==> config.mk <==
export PLATFORM = sky130hd
export DESIGN_NAME = jlws_div
export DESIGN_NICKNAME = d
export VERILOG_FILES = /design/src/hw/rtl/jlws_pkg.sv /design/src/hw/rtl/jlws_div.sv
export SDC_FILE = /design/constraint.sdc
export NUM_CORES = 1
export LEC_CHECK = 0
export BUFFER_PORTS_ARGS = -buffer_cell sky130_fd_sc_hd__buf_2
export CORE_UTILIZATION = 40
export DETAILED_ROUTE_END_ITERATION = 8
export PLACE_DENSITY = 0.57
export SYNTH_ARGS = -nofsm -noshare
export SYNTH_HDL_FRONTEND = slang
export SYNTH_SLANG_ARGS = --single-unit
==> constraint.sdc <==
create_clock -name clk -period 7.6 [get_ports clk]
set_input_delay 1.52 -clock clk [delete_from_list [all_inputs] [get_ports clk]]
set_output_delay 1.52 -clock clk [all_outputs]
set_load 0.05 [all_outputs]
==> src/hw/rtl/jlws_pkg.sv <==
// Shared constants, types and the logistic table builder for the joint limit weight scaler.
// No dependencies; every other file in hw/rtl imports this package.
package jlws_pkg;

  localparam int NUM_JOINTS         = 16;
  localparam int JIDX_W             = $clog2(NUM_JOINTS);
  // The table depth is a power of two: the divider scales the distance by shifting.
  localparam int LOGISTIC_ROM_DEPTH = 1024;
  localparam int ROM_AW             = $clog2(LOGISTIC_ROM_DEPTH);

  localparam int POS_W = 32;
  localparam int Q16_W = 17;
  localparam int CFG_W = 17;

  localparam logic [Q16_W-1:0] Q16_ONE = 17'd65536;
  localparam logic [CFG_W-1:0] SMOOTH_RESET = 17'd52429;

  localparam longint unsigned Q30_ONE = 64'd1 << 30;

  // Input commands
  localparam logic CMD_LOAD  = 1'b0;
  localparam logic CMD_APPLY = 1'b1;

  // Register indexes
  localparam logic REG_WINDOW = 1'b0;
  localparam logic REG_SMOOTH = 1'b1;

  // Zone codes
  localparam logic [2:0] ZONE_FREE  = 3'd0;
  localparam logic [2:0] ZONE_BELOW = 3'd1;
  localparam logic [2:0] ZONE_ABOVE = 3'd2;
  localparam logic [2:0] ZONE_LOWER = 3'd3;
  localparam logic [2:0] ZONE_UPPER = 3'd4;
  localparam logic [2:0] ZONE_LOAD  = 3'd5;

  typedef struct packed {
    logic              done;
    logic [ROM_AW-1:0] quot;
  } div_res_t;

  typedef logic [Q16_W-1:0] rom_arr_t [LOGISTIC_ROM_DEPTH];

  // Shift-and-subtract quotient, used only while the table is built.
  function automatic longint unsigned udiv64(input longint unsigned num,
                                             input longint unsigned dvs);
    longint unsigned q;
    longint unsigned r;
    q = 64'd0;
    r = 64'd0;
    for (int i = 63; i >= 0; i--) begin
      r = (r << 1) | ((num >> i) & 64'd1);
      if (r >= dvs) begin
        r = r - dvs;
        q = q | (64'd1 << i);
      end
    end
    return q;
  endfunction

  // Entry k: round(65536 / (1 + e^x)), x = 12k/DEPTH - 6, evaluated in Q30.
  function automatic logic [Q16_W-1:0] logistic_entry(input int unsigned k);
    longint          x;
    longint unsigned t;
    longint unsigned u;
    longint unsigned term;
    longint unsigned sum;
    longint unsigned den;
    longint unsigned g;
    int unsigned     n;
    x = longint'((64'd12 * 64'(k) * Q30_ONE) >> ROM_AW) - longint'(6 * Q30_ONE);
    t = (x < 0) ? longint'(-x) : longint'(x);
    u = t >> 6;
    term = Q30_ONE;
    sum  = Q30_ONE;
    for (n = 1; n <= 5; n++) begin
      term = udiv64((term * u) >> 30, 64'(n));
      if ((n & 1) == 1) sum = sum - term;
      else sum = sum + term;
    end
    // square up six times to undo the divide by 64
    for (n = 0; n < 6; n++) begin
      sum = (sum * sum) >> 30;
    end
    den = Q30_ONE + sum;
    g = udiv64((sum << 16) + (den >> 1), den);
    if (x >= 0) return Q16_W'(g);
    return Q16_W'(64'd65536 - g);
  endfunction

  function automatic rom_arr_t build_logistic_rom();
    rom_arr_t rom;
    for (int unsigned k = 0; k < LOGISTIC_ROM_DEPTH; k++) begin
      rom[k] = logistic_entry(k);
    end
    return rom;
  endfunction

endpackage

==> src/hw/rtl/jlws_div.sv <==
// Restoring divider, one quotient bit per cycle: floor(dividend * DEPTH / divisor),
// capped at DEPTH-1. Depends on jlws_pkg.
module jlws_div (
  input  logic                     clk,
  input  logic                     rst_n,
  input  logic                     start,
  input  logic [32:0]              dividend,
  input  logic [31:0]              divisor,
  output jlws_pkg::div_res_t       res
);
  import jlws_pkg::*;

  localparam int CNT_W = $clog2(ROM_AW + 1);

  logic              busy_r;
  logic              done_r;
  logic [CNT_W-1:0]  cnt_r;
  logic [31:0]       rem_r;
  logic [31:0]       divisor_r;
  logic [ROM_AW-1:0] quot_r;

  logic [32:0] rem2;
  logic        ge;
  logic [31:0] rem_nxt;

  assign rem2    = {rem_r, 1'b0};
  assign ge      = rem2 >= {1'b0, divisor_r};
  assign rem_nxt = ge ? 32'(rem2 - {1'b0, divisor_r}) : rem2[31:0];

  always_ff @(posedge clk) begin
    if (!rst_n) begin
      busy_r <= 1'b0;
      done_r <= 1'b0;
      cnt_r  <= '0;
    end else begin
      done_r <= 1'b0;
      if (start) begin
        // quotient would reach DEPTH or more: saturate at once
        if (divisor == 32'd0 || dividend >= {1'b0, divisor}) begin
          quot_r <= '1;
          done_r <= 1'b1;
          busy_r <= 1'b0;
        end else begin
          rem_r     <= dividend[31:0];
          divisor_r <= divisor;
          quot_r    <= '0;
          cnt_r     <= CNT_W'(ROM_AW);
          busy_r    <= 1'b1;
        end
      end else if (busy_r) begin
        rem_r  <= rem_nxt;
        quot_r <= {quot_r[ROM_AW-2:0], ge};
        cnt_r  <= cnt_r - CNT_W'(1);
        if (cnt_r == CNT_W'(1)) begin
          busy_r <= 1'b0;
          done_r <= 1'b1;
        end
      end
    end
  end

  assign res.done = done_r;
  assign res.quot = quot_r;

endmodule
Word level (Yosys, flattened, before mapping) --
Cells that the tools add are included.
Storage, ports and cells: register bits after elaboration 80, latch bits 0, memory bits (writable) 0, memory bits (read-only) 0, input port bits 68, output and inout bits 11, logic and storage cells 38, memories 0
Operators by class: $add $sub $neg 2, multipliers 0, divide/modulo/power cells 0, order comparisons 2, equal/unequal tests 2, shift operators 0, multiplexer cells 18, bitwise gates (word level) 1, reductions and logical operators 7
Operators with widths (number):
- 2-to-1 mux 32 bit | 4
- >= comparator 33 x 32 -> 1 bit | 2
- zero test 32 bit | 1
- subtractor 32 bit | 1
- 2-to-1 mux 10 bit | 3
- 2-to-1 mux 4 bit | 3
- 2-to-1 mux 1 bit | 8
- AND reduction 3 bit | 2
- == test 4 x 1 -> 1 bit, second input constant | 1
- AND reduction 2 bit | 2
- subtractor 4 x 1 -> 4 bit, second input constant | 1
- != test 2 bit, second input constant | 1
- nonzero test 2 bit | 1
- logical OR 1 bit | 1
- NOT 1 bit | 1

Longest topological paths before layout --
word-level depth 4, depth in mapped cells 14

Worst setup path before layout --
Ideal clock, no wire load.
path kind in2reg, from in divisor[2], to reg rem_r[0] (enable), library setup time 0.432 ns, data arrival time 4.811 ns, required time 7.168 ns, setup slack 2.357 ns, stages 11, path buffers 1, cell sequence inv_1 ha_1 a21o_1 a21o_1 a211o_1 a21oi_1 o2111ai_1 a31oi_1 o211ai_1 clkbuf_1 a21oi_1
On the way: longest elaborated chain between the ends 4, elaborated cells between the ends (all ways) 5, those cells by class order compare (1); eq/ne (1); reduce/logical (3)
Ends and longest elaborated chain:
- start: declaration | RTL line jlws_div.sv:8 | input logic [31:0] divisor,
- >= comparator 33 x 32 -> 1 bit / zero test 32 bit (equally long branches) | RTL line jlws_div.sv:39 | if (divisor == 32'd0 || dividend >= {1'b0, divisor}) begin
- logical OR 1 bit * | RTL line jlws_div.sv:39
- != test 2 bit (no line) *
- AND reduction 3 bit (no line) *
- end signal: assignment | RTL line jlws_div.sv:44 | rem_r <= dividend[31:0];
- end signal: assignment | RTL line jlws_div.sv:51 | rem_r <= rem_nxt;
- end: declaration | RTL line jlws_div.sv:18 | logic [31:0] rem_r;
Mark *: on every way between the ends. The rest lies on a longest branch, timed or not. A chain may end at the register's enable or synchronous reset.

Worst setup path after layout --
from in divisor[2], to reg rem_r[16] (enable)
Same word-level chain as after synthesis.

==> implementation parameters <==
Parameter                              Value

Floorplanning
  Standard-cell rows    44
  Die outline area    between 15000 and 20000 sq um
  Chip Width    about 120 um
  Placeable core region    14500 sq um
  Starting density of the core    40.9%
  Number of ports placed on the die boundary    79
  Die Span Y    124 um

Finish
  Final-stage net count    between 800 and 900
  Layout-stage area growth over the synthesis result    14.8%
  Filler instances    around 1400
  Fin cells    just under 900
  ANT cells    0
  Core occupancy in the finished layout    46.9%
  Fraction of final layout cells sized beyond drive strength 1    about 16%

Routing
  Remaining design rule violation count    0
  Average wire length per cell after detail routing    ~17 um
  Met3 wire length    598 um
  Total via count in the routed design    ~4700
  Total routed wirelength    14.7 mm
  Number of DRC markers in iteration 0    around 260
  M1 WL    between 6 and 7 mm
  Antenna Nets Post-Route    0
  Met2 layer wire length in the routed design    between 7 and 8 mm
  Highest metal used    met4
  Number of iterations in the first detailed-routing pass    4
  Vias per Instance    approximately 5.4

CTS
  Number of buffers added for setup after CTS    0
  CTS tree    built
  Cts repair resizes    0
  Number of clock sinks seen by CTS    80
  Clock root buffer    sky130_fd_sc_hd__clkbuf_16
  Count of hold-fix buffers inserted at cts    0
  Clk_lat worst skew    roughly 350 ps
  Buffers from clock root to sink, at most    2
  H-tree depth reported by CTS    3
  Clk pin slew, worst setup/hold paths    approximately 70 ps
  TritonCTS buffer count    9

STA
  Max Freq    206 MHz
  RSZ-0062 raised after global routing    no
  Min Tclk post-route    between 4000 and 5000 ps
  Setup TNS Final    0 ps
  Worst clock skew    between 6 and 7 ps
  Final hold viol count    0
  Total count of max-transition violations in the final report    0
  Worst-margin pin slew    between 1000 and 1500 ps
  Count of endpoints failing setup in the final report    0
  Slew margin rel.    between 20 and 25%
  Portion of the clock cycle consumed by the worst path in the final layout    between 60% and 70%
  Hold Worst Slack    ~500 ps

Critical path
  Kind of critical path    in2reg
  Setup crit end kind    register
  Slowest stage cell, crit path    sky130_fd_sc_hd__a21oi_4
  Worst path most repeated cell    sky130_fd_sc_hd__a21o_1
  Setup slack of the worst register-to-register path    3800 ps
  Reg-to-Reg Start    rem_r[9]
  Crit-path max FO    32
  Sort of element at the start of the critical path    input pin
  Required time of the worst setup path    roughly 7600 ps
  CP Data Arrival Time    ~4800 ps
  Reg2Reg Capture Point    rem_r[30]
  Critical Path Max Stage Delay    roughly 1100 ps
  Worst-case reg-to-reg path depth    11
  Chain of cells forming the critical path    buf_2 > inv_1 > ha_1 > a21o_1 > a21o_1 > a211o_1 > a21oi_1 > o2111ai_1 > a31oi_1 > o211ai_1 > a21oi_4

Flow run
  Max-capacitance violation count    0

Min path
  Worst Hold Endpoint    cnt_r[2]
  Critical hold path startpoint    cnt_r[2]
  Type of the worst min-delay path    reg2reg
  Number of instances on the worst hold path    1

Global routing
  Global-route wire length before repair    about 24 mm
  Grt total ovfl    0
  Total global-route track usage    20.5%
  Largest net degree at the start of global routing    around 80
  Vias in the first global route    4650
  Initial antenna violation count    0

Placement
  Routability cong.    0.836
  Count of buffers inserted at the top-level ports    a little under 80
  HPWL after DPL    11.2 mm
  Number of placed instances, taps included    between 800 and 900

Synth
  Largest cells by area after synthesis    sky130_fd_sc_hd__edfxtp_1 38%, sky130_fd_sc_hd__ha_1 14%, sky130_fd_sc_hd__inv_1 5.1%
  Most instantiated library cell after synthesis    sky130_fd_sc_hd__inv_1
  Post-synthesis net count    around 750
  FFs w/ async S/R, synth    0%
  Share of the synthesized area in the top cell type    37.5%
  Count of different cell masters after synthesis    ~60
  Combined area of all synthesized cells    between 5000 and 6000 sq um
  Post-synth top area cell    sky130_fd_sc_hd__edfxtp_1
  Leading cell types by count after synthesis    81 x sky130_fd_sc_hd__inv_1, 74 x sky130_fd_sc_hd__edfxtp_1, 66 x sky130_fd_sc_hd__ha_1
  Total of flip-flops plus latches after synthesis    80
  Number of cells produced by synthesis    about 600
  Most used flip-flop cell after synthesis    sky130_fd_sc_hd__edfxtp_1
  Mean Syn Cell Area    about 9.7 sq um
  Warnings, synthesis    0
  Part of the Yosys area used for sequential elements    between 30% and 40%
  Number of enable flip-flop cells after synthesis    74

Power and ir drop
  PD cells    183 nW/um^2
  Post-route total power    around 0.0012 W
  Peak ir drop on the vdd network    roughly 0.00015 V
  Static leakage power    ~3.1 nW

Run status
  Run status    finished, final reports clean
critical path, delay by kind of cell:
kind | cells | cell delay [ps]
AO/OA/AOI/OAI | 8 | 2860
adder cells (fa/ha/maj) | 1 | 280
buffers and inverters | 2 | 140
cell usage in the layout (no fill, tap or decap), types with 3 or more instances in the layout:
cell type,n
sky130_fd_sc_hd__edfxtp_1,74
sky130_fd_sc_hd__inv_1,81
sky130_fd_sc_hd__buf_2,78
sky130_fd_sc_hd__clkbuf_16,9
sky130_fd_sc_hd__nand2_1,47
sky130_fd_sc_hd__mux2i_1,23
sky130_fd_sc_hd__xor2_1,12
sky130_fd_sc_hd__nor4_1,10
sky130_fd_sc_hd__a21o_1,22
sky130_fd_sc_hd__nand2b_1,5
sky130_fd_sc_hd__nor2b_1,6
sky130_fd_sc_hd__a221oi_1,4
sky130_fd_sc_hd__a21oi_1,42
sky130_fd_sc_hd__o21a_1,16
sky130_fd_sc_hd__nand3_1,7
sky130_fd_sc_hd__xnor2_1,16
sky130_fd_sc_hd__nand4_1,11
sky130_fd_sc_hd__mux2_2,3
sky130_fd_sc_hd__nor2_1,26
sky130_fd_sc_hd__buf_4,3
sky130_fd_sc_hd__nor3_1,5
sky130_fd_sc_hd__and3_1,4
sky130_fd_sc_hd__nor3b_1,3
sky130_fd_sc_hd__o21bai_1,6
sky130_fd_sc_hd__dfxtp_1,6
sky130_fd_sc_hd__clkinv_4,3
sky130_fd_sc_hd__a31oi_1,8
sky130_fd_sc_hd__o21ai_0,44
sky130_fd_sc_hd__ha_1,66
sky130_fd_sc_hd__o211ai_1,3
through the flow:
stage | worst slack [ps] | area (sq um)
finish | 2740 | 6790
global route | 2470 | 6790
CTS | 2660 | 6790
detailed placement | 2370 | 6490
global placement | 2460 | 6490
floorplan | 2360 | 5920
final cells by class:
| class | instances | area [sq um] | area share (%) |
|---|---|---|---|
| multi-input combinational | 432 | 3200 | 47.1 |
| tap | 184 | 230 | 3.39 |
| inverter | 81 | 304 | 4.48 |
| sequential | 80 | 2340 | 34.5 |
| clock inverter | 7 | 77.6 | 1.14 |
| clock buffer | 9 | 225 | 3.32 |
| timing repair buffer | 81 | 413 | 6.08 |
how the worst max path moves through the flow:
| stage | from | slack, ps | to |
|---|---|---|---|
| 6_report | divisor[2] | 2740 | rem_r[16] |
| 4_1_cts | divisor[2] | 2660 | rem_r[16] |
| 2_1_floorplan | divisor[2] | 2360 | rem_r[0] |
| 3_3_place_gp | divisor[2] | 2460 | rem_r[17] |
| 5_1_grt | divisor[2] | 2470 | rem_r[16] |
| 3_5_place_dp | divisor[2] | 2370 | rem_r[16] |
cell families (layout without fill, tap and decap cells):
| family | after synthesis | in the layout | share of synthesized area [%] |
|---|---|---|---|
| xor gates and xnor gates | 28 | 28 | 4.14 |
| AOI/OAI and AO/OA | 172 | 172 | 18.8 |
| adders and majority gates | 67 | 67 | 14.3 |
| muxes | 28 | 28 | 4.97 |
| buffers and inverters | 99 | 178 | 6.62 |
| DFF | 80 | 80 | 39.6 |
| and+or+nand+nor | 137 | 137 | 11.6 |
power by group:
group / leakage [nW] / switching [W] / internal (W)
Combinational: 2.23 / 0.000162 / 0.000114
Sequential: 0.725 / 0.00000957 / 0.000509
Clock: 0.148 / 0.000192 / 0.000258
Total: 3.10 / 0.000364 / 0.000880
state kept, by name, summed over array words and instances, names as in the netlist:
| signal | count |
|---|---|
| cnt_r | 4 |
| quot_r | 10 |
| rem_r | 32 |
| divisor_r | 32 |
| busy_r | 1 |
| done_r | 1 |
layer usage:
layer | up-vias | global-route usage, %
li1 | 2367 | -
met1 | 2270 | 26.4
met2 | 91 | 34.6
met3 | 11 | 4.81
met4 | 0 | 5.27
met5 | - | 0
No activity file was read; power rests on OpenSTA's default activity.
